File: config.mk
export PLATFORM = sky130hd
export DESIGN_NAME = fngem_csr
export DESIGN_NICKNAME = d
export VERILOG_FILES = /design/src/design/fngem_pkg.sv /design/src/design/fngem_csr.sv
export SDC_FILE = /design/constraint.sdc
export NUM_CORES = 1
export LEC_CHECK = 0
export ABC_AREA = 1
export ABC_CLOCK_PERIOD_IN_PS = 1900
export BUFFER_PORTS_ARGS = -buffer_cell sky130_fd_sc_hd__clkbuf_2
export CAP_MARGIN = 25
export CELL_PAD_IN_SITES_DETAIL_PLACEMENT = 0
export CELL_PAD_IN_SITES_GLOBAL_PLACEMENT = 2
export CORE_UTILIZATION = 29
export DETAILED_ROUTE_END_ITERATION = 6
export GPL_TIMING_DRIVEN = 0
export PLACE_DENSITY_LB_ADDON = 0.1
export SLEW_MARGIN = 20
export SYNTH_ARGS = -nofsm -noshare
export SYNTH_HDL_FRONTEND = slang
export SYNTH_SLANG_ARGS = --single-unit
File: constraint.sdc
create_clock -name clock -period 1.9 [get_ports clock]
set_input_delay 0.19 -clock clock [delete_from_list [all_inputs] [get_ports clock]]
set_output_delay 0.19 -clock clock [all_outputs]
set_load 0.02 [all_outputs]
File: src/design/fngem_pkg.sv
// ----------------------------------------------------------------------------
// fngem_pkg: shared types and constants of the four-neighbour edge map
// Payload structs, item mode codes, register indexes and reset values.
// ----------------------------------------------------------------------------
package fngem_pkg;

   localparam int unsigned PIXEL_W    = 8;
   localparam int unsigned CFG_DATA_W = 11;
   localparam int unsigned CFG_IDX_W  = 2;

   localparam int unsigned MAX_WIDTH_DEFAULT  = 1024;
   localparam int unsigned MAX_HEIGHT_DEFAULT = 1024;

   // item mode codes
   localparam logic MODE_PIXEL = 1'b0;
   localparam logic MODE_DRAIN = 1'b1;

   // register indexes
   localparam logic [CFG_IDX_W-1:0] CSR_FRAME_WIDTH    = 2'd0;
   localparam logic [CFG_IDX_W-1:0] CSR_FRAME_HEIGHT   = 2'd1;
   localparam logic [CFG_IDX_W-1:0] CSR_EDGE_THRESHOLD = 2'd2;

   // register reset values
   localparam logic [CFG_DATA_W-1:0] FRAME_WIDTH_RESET    = 11'd640;
   localparam logic [CFG_DATA_W-1:0] FRAME_HEIGHT_RESET   = 11'd480;
   localparam logic [PIXEL_W-1:0]    EDGE_THRESHOLD_RESET = 8'd74;

   typedef struct packed {
      logic               mode;
      logic [PIXEL_W-1:0] pixel;
   } req_type;

   typedef struct packed {
      logic edge_res;
      logic end_of_frame;
   } rsp_type;

   // which neighbours take part in the comparison of one item
   typedef struct packed {
      logic up_en;
      logic below_en;
      logic left_en;
      logic right_en;
      logic left_from_mid;
   } nbr_sel_type;

endpackage

File: src/design/fngem_csr.sv
// ----------------------------------------------------------------------------
// fngem_csr: configuration registers
// Holds threshold and the clamped last column and last row of the frame;
// flags each write to these registers so the frame position can be cleared.
// ----------------------------------------------------------------------------
module fngem_csr #(
   parameter int unsigned MAX_WIDTH  = fngem_pkg::MAX_WIDTH_DEFAULT,
   parameter int unsigned MAX_HEIGHT = fngem_pkg::MAX_HEIGHT_DEFAULT,
   localparam int unsigned ADDR_W    = (MAX_WIDTH > 1) ? $clog2(MAX_WIDTH) : 1,
   localparam int unsigned ROW_W     = (MAX_HEIGHT > 1) ? $clog2(MAX_HEIGHT) : 1
) (
   input  logic                                 clock,
   input  logic                                 reset,
   input  logic                                 csr_valid,
   output logic                                 csr_ready,
   input  logic [fngem_pkg::CFG_IDX_W-1:0]      csr_index,
   input  logic [fngem_pkg::CFG_DATA_W-1:0]     csr_wdata,
   output logic                                 cfg_write,
   output logic [ADDR_W-1:0]                    last_col,
   output logic [ROW_W-1:0]                     last_row,
   output logic [fngem_pkg::PIXEL_W-1:0]        threshold
);

   logic [ADDR_W-1:0]             last_col_ff;
   logic [ROW_W-1:0]              last_row_ff;
   logic [fngem_pkg::PIXEL_W-1:0] threshold_ff;
   logic                          wr_hit;

   // last index of a dimension: zero counts as one, above the limit as the limit
   function automatic int unsigned last_index(
      input logic [fngem_pkg::CFG_DATA_W-1:0] value,
      input int unsigned                      limit
   );
      int unsigned v;
      v = 32'(value);
      if (v == 0) begin
         return 0;
      end
      if (v > limit) begin
         return limit - 1;
      end
      return v - 1;
   endfunction

   assign csr_ready = 1'b1;
   assign wr_hit    = csr_valid && csr_ready;
   assign cfg_write = wr_hit && (csr_index inside {fngem_pkg::CSR_FRAME_WIDTH,
                                                   fngem_pkg::CSR_FRAME_HEIGHT,
                                                   fngem_pkg::CSR_EDGE_THRESHOLD});

   always_ff @(posedge clock) begin
      if (reset) begin
         last_col_ff  <= ADDR_W'(last_index(fngem_pkg::FRAME_WIDTH_RESET, MAX_WIDTH));
         last_row_ff  <= ROW_W'(last_index(fngem_pkg::FRAME_HEIGHT_RESET, MAX_HEIGHT));
         threshold_ff <= fngem_pkg::EDGE_THRESHOLD_RESET;
      end else if (wr_hit) begin
         case (csr_index)
            fngem_pkg::CSR_FRAME_WIDTH: begin
               last_col_ff <= ADDR_W'(last_index(csr_wdata, MAX_WIDTH));
            end
            fngem_pkg::CSR_FRAME_HEIGHT: begin
               last_row_ff <= ROW_W'(last_index(csr_wdata, MAX_HEIGHT));
            end
            fngem_pkg::CSR_EDGE_THRESHOLD: begin
               threshold_ff <= csr_wdata[fngem_pkg::PIXEL_W-1:0];
            end
            default: begin
            end
         endcase
      end
   end

   assign last_col  = last_col_ff;
   assign last_row  = last_row_ff;
   assign threshold = threshold_ff;

endmodule

Yosys cells after proc, flatten, opt, wreduce, memory -nomap -nowiden
Cells that the tools add are included.
{"block": "totals", "reg_bits": 28, "output_inout_bits": 30}
{"block": "classes", "mux": 21, "n_reduce_logical": 7, "n_addsub": 1, "order_cmp": 1, "n_eq_ne": 2}
{"operator": "$mux W10", "count": 5}
{"operator": "$mux W1", "count": 16}
{"operator": "$gt A11 B11 Y1 const B", "count": 1}
{"operator": "$logic_not A11 Y1", "count": 1}
{"operator": "$sub A10 B1 Y10 const B", "count": 1}
{"operator": "$reduce_and A2 Y1", "count": 3}
{"operator": "$reduce_bool A3 Y1", "count": 1}
{"operator": "$eq A2 B1 Y1 const B", "count": 1}
{"operator": "$eq A2 B2 Y1 const B", "count": 1}
{"operator": "$logic_not A2 Y1", "count": 1}
{"operator": "$logic_and A1 B1 Y1", "count": 1}

Depth between registers and ports, before layout
{"block": "depth", "ltp_word": 11, "mapped_depth": 9}

Worst setup path after synthesis
OpenSTA, ideal clock, no wires.
{"block": "synth_timing", "path_type": "in2reg", "from": "in csr_wdata[0] (netlist name)", "to": "reg last_col_ff[7], in the netlist last_col[7]", "n_path_buf": 0, "cell_stages": 9, "t_arrival_ps": 1094, "path_slack_ps": 684, "setup_ps": 122, "t_required_ps": 1778, "cell_sequence": "inv_1 > ha_1 > nand2_2 > nor2_1 > nand3_2 > nand2_4 > nand3_2 > nand2_2 > a21oi_2"}
{"block": "synth_between", "elab_chain_cells": 8}
{"element": "start: declaration", "line": "fngem_csr.sv:17", "source": "input logic [fngem_pkg::CFG_DATA_W-1:0] csr_wdata,"}
{"element": "$gt A11 B11 Y1", "line": "fngem_csr.sv:39", "source": "if (v > limit) begin"}
{"element": "$mux W1 (2 in a row)", "line": "fngem_csr.sv:39"}
{"element": "$mux W1", "line": "fngem_csr.sv:57", "source": "case (csr_index)"}
{"element": "$mux W1", "line": "fngem_csr.sv:56", "source": "end else if (wr_hit) begin"}
{"element": "$mux W1", "line": "fngem_csr.sv:52", "source": "if (reset) begin"}
{"element": "$mux W10", "line": "fngem_csr.sv:42", "source": "return v - 1;"}
{"element": "$mux W10 *", "line": "fngem_csr.sv:39"}
{"element": "end signal: assignment", "line": "fngem_csr.sv:53", "source": "last_col_ff <= ADDR_W'(last_index(fngem_pkg::FRAME_WIDTH_RESET, MAX_WIDTH));"}
{"element": "end signal: assignment", "line": "fngem_csr.sv:59", "source": "last_col_ff <= ADDR_W'(last_index(csr_wdata, MAX_WIDTH));"}
{"element": "end: declaration", "line": "fngem_csr.sv:24", "source": "logic [ADDR_W-1:0] last_col_ff;"}
Mark *: on every way between the ends. The rest lies on a longest branch, timed or not. The select of a mux whose other input is x is not followed.
A chain may end at the register's enable or synchronous reset.

Worst setup path after layout
{"block": "layout_timing", "from": "in csr_wdata[0] (netlist name)", "to": "reg last_col_ff[9], in the netlist last_col[9]"}
Same word-level chain as after synthesis.

==> results.py <==
metrics = {
    "route": {
        "dr.pass1.iters": 6,
        "routed_via_density": 4.68,
        "drc": 1,
        "antenna_left": 0,
        "wirelength_mm": 3.57,
        "drt_iter0_drc": 53,
        "vias": 1321,
        "wl_per_cell_um": 12.7,
    },
    "power": {
        "leakagePower_nw": 0.801,
        "power_density_mw_per_mm2": 771,
        "ir_drop_mv": 0.277,
        "finalPower_mw": 1.34,
    },
    "sta": {
        "fin_hold_ws_ps": 214,
        "rsz0062_at_grt": "no",
        "setup_viol": 0,
        "fin_crit_ps": 1190,
        "fmax_mhz": 841,
        "fin_skew_ps": 0,
        "slew_viol_final": 0,
        "timing.final.ws_setup_ps": 711,
        "period_share_pct": 62.6,
        "setup_tns_ps": 0,
        "hold_viol": 0,
    },
    "global_routing": {
        "grt_overflow": 0,
        "grt_pass1_vias": 1247,
        "grt_max_degree": 17,
        "grt_pass1_wl_mm": 5.95,
        "grt.total_usage_pct": 15.3,
        "antenna_found_initial": 0,
    },
    "synthesis": {
        "avgSynthCellArea_um2": 7.58,
        "synth_cell_type_count": 27,
        "ys_ff_latch": 28,
        "yosysTopAreaCellShare_pct": 40.4,
        "synth_flop_cell": "dfxtp_1",
        "ys.warnings.count": 0,
        "syn_area_mm2": 0.00139,
        "yosysSeqAreaShare_pct": 40.4,
        "syn-num-nets": 200,
        "synth.area.top_cells": "dfxtp_1 40%, nand2_1 8.7%, a21oi_1 7.9%",
        "synthTopCellsByCount": "32 x nand2_1, 28 x dfxtp_1, 22 x a21oi_1",
        "yosysTopAreaCell": "dfxtp_1",
        "yosysMostFrequentCell": "nand2_1",
        "syn_inst": 183,
        "ys_async_sr_fraction_pct": 0,
        "synth_edf_count": 0,
    },
    "placement": {
        "place_ws_ps": 373,
        "dp_hpwl_mm": 2.88,
        "port_buffers": 43,
        "gp_congestion": 0.862,
    },
    "layout": {
        "syn_to_final_growth_pct": 25.4,
        "n_antenna_cell": 0,
        "drive_above_1_share_pct": 35.7,
        "finalNetCount": 248,
    },
    "worst_hold_path": {
        "min_from": "csr_wdata[0]",
        "hold_class": "input pin to flop",
        "hold_end": "threshold[0]",
        "hold_depth": 3,
    },
    "worst_setup_path": {
        "critPathSlowestCell": "ha_1",
        "cp_top_family": "simple AND/OR/NAND/NOR gates",
        "cp_max_fo": 9,
        "r2r_slack_ps": 1210,
        "path_class": "input pin to flop",
        "cpPeakStageDelay_ps": 220,
        "start_kind": "input pin",
        "worstReg2RegStart": "last_col[7]",
        "endpoint_kind": "flop",
        "crit_buf_inv": 2,
        "r2r-end": "last_col[7]",
        "crit_required_ps": 2080,
        "rr_worst_depth": 2,
        "arrival_ps": 1370,
        "worstPathCellList": "clkbuf_2 > inv_1 > ha_1 > nand2_2 > nor2_1 > nand3_2 > nand2_4 > nand3_2 > nand2_2 > o21ai_1",
        "startpoint": "csr_wdata[0]",
    },
    "clocking": {
        "postCtsHoldBufs": 0,
        "worst_skew_pair.late_latency_ps": 280,
        "cts_buffer_depth": 2,
        "cts_sinks": 28,
        "clk_pin_slew_worst_paths_ps": 100,
        "cts_tree": "yes",
        "cts_repair_resize_count": 0,
        "cts_root_buffer": "clkbuf_8",
        "cts_buffers": 3,
        "cts_setup_buffers": 0,
        "htreeDepth": 1,
    },
    "floorplan": {
        "io_pins": 46,
        "die_height_um": 71.1,
        "start_util_pct": 31.0,
        "num_rows": 24,
        "fp.coreArea_mm2": 0.00447,
        "die-area_mm2": 0.00506,
        "fp.dieW_um": 71.1,
    },
    "run_status": {
        "status": "finished, violations left",
        "violations": "design-rule violations",
    },
    "run": {
        "drv_cap": 0,
    },
}
## tightest hold or removal path: stages
cell,delay (ps)
clkbuf_2,100
inv_1,90
a21oi_1,70
## where the power goes
group | switching (mW) | internal [mW] | total [mW]
combinational | 0.153 | 0.0770 | 0.230
sequential | 0.0149 | 0.617 | 0.632
clock | 0.195 | 0.282 | 0.477
total | 0.363 | 0.977 | 1.34
## layer usage
layer	track usage, %	share of wire [%]
met4	5.33	1.4
met5	0	0
met1	20.3	48
met2	25.2	46
met3	2.56	4.6
## registers in the layout, summed over array words and instances (netlist names)
name	cells
last_col	10
last_row	10
threshold	8
## area by class of cell
cell class | count | area, µm²
fill | 479 | 2740
inverter | 20 | 75.1
clock buffer | 3 | 41.3
timing repair buffer | 43 | 215
sequential | 28 | 561
multi-input combinational | 127 | 699
tap | 52 | 65.1
clock inverter | 1 | 30.0
buffer | 8 | 51.3
## logic make-up after synthesis
| kind of cell | share of synthesized area, % |
|---|---|
| AOI/OAI and AO/OA | 17.4 |
| DFF | 40.4 |
| buffers and inverters | 9.12 |
| adders and majority gates | 0.902 |
| and+or+nand+nor | 31.2 |
| other | 0.270 |
| xor gates and xnor gates | 0.632 |
## worst max path at each step
stage,cells after the start,slack [ps],to
CTS,10,680,last_col[9]
floorplan,9,680,last_col[7]
detailed placement,10,370,last_col[9]
global placement,10,370,last_col[9]
global route,10,570,last_col[3]
finish,10,710,last_col[9]
## cell usage in the layout, fill, tap and decap left out, drive strengths merged
master   n
or2      1
ha       1
nand3   26
nand4    1
clkbuf  48
nor2    13
dfxtp   28
bufinv   1
buf      6
o211ai   3
nor3     1
o21ai   15
conb     1
a21oi   25
nand2   39
xor2     1
inv     20
## metrics by stage
stage,cells,cell area [µm²],util [%]
floorplan,183,1390,-
global route,282,1740,38.8
global placement,278,1670,37.2
detailed placement,278,1670,37.2
finish,282,1740,38.8
CTS,282,1740,38.8
Note: power is estimated with default switching activity, not from simulation.
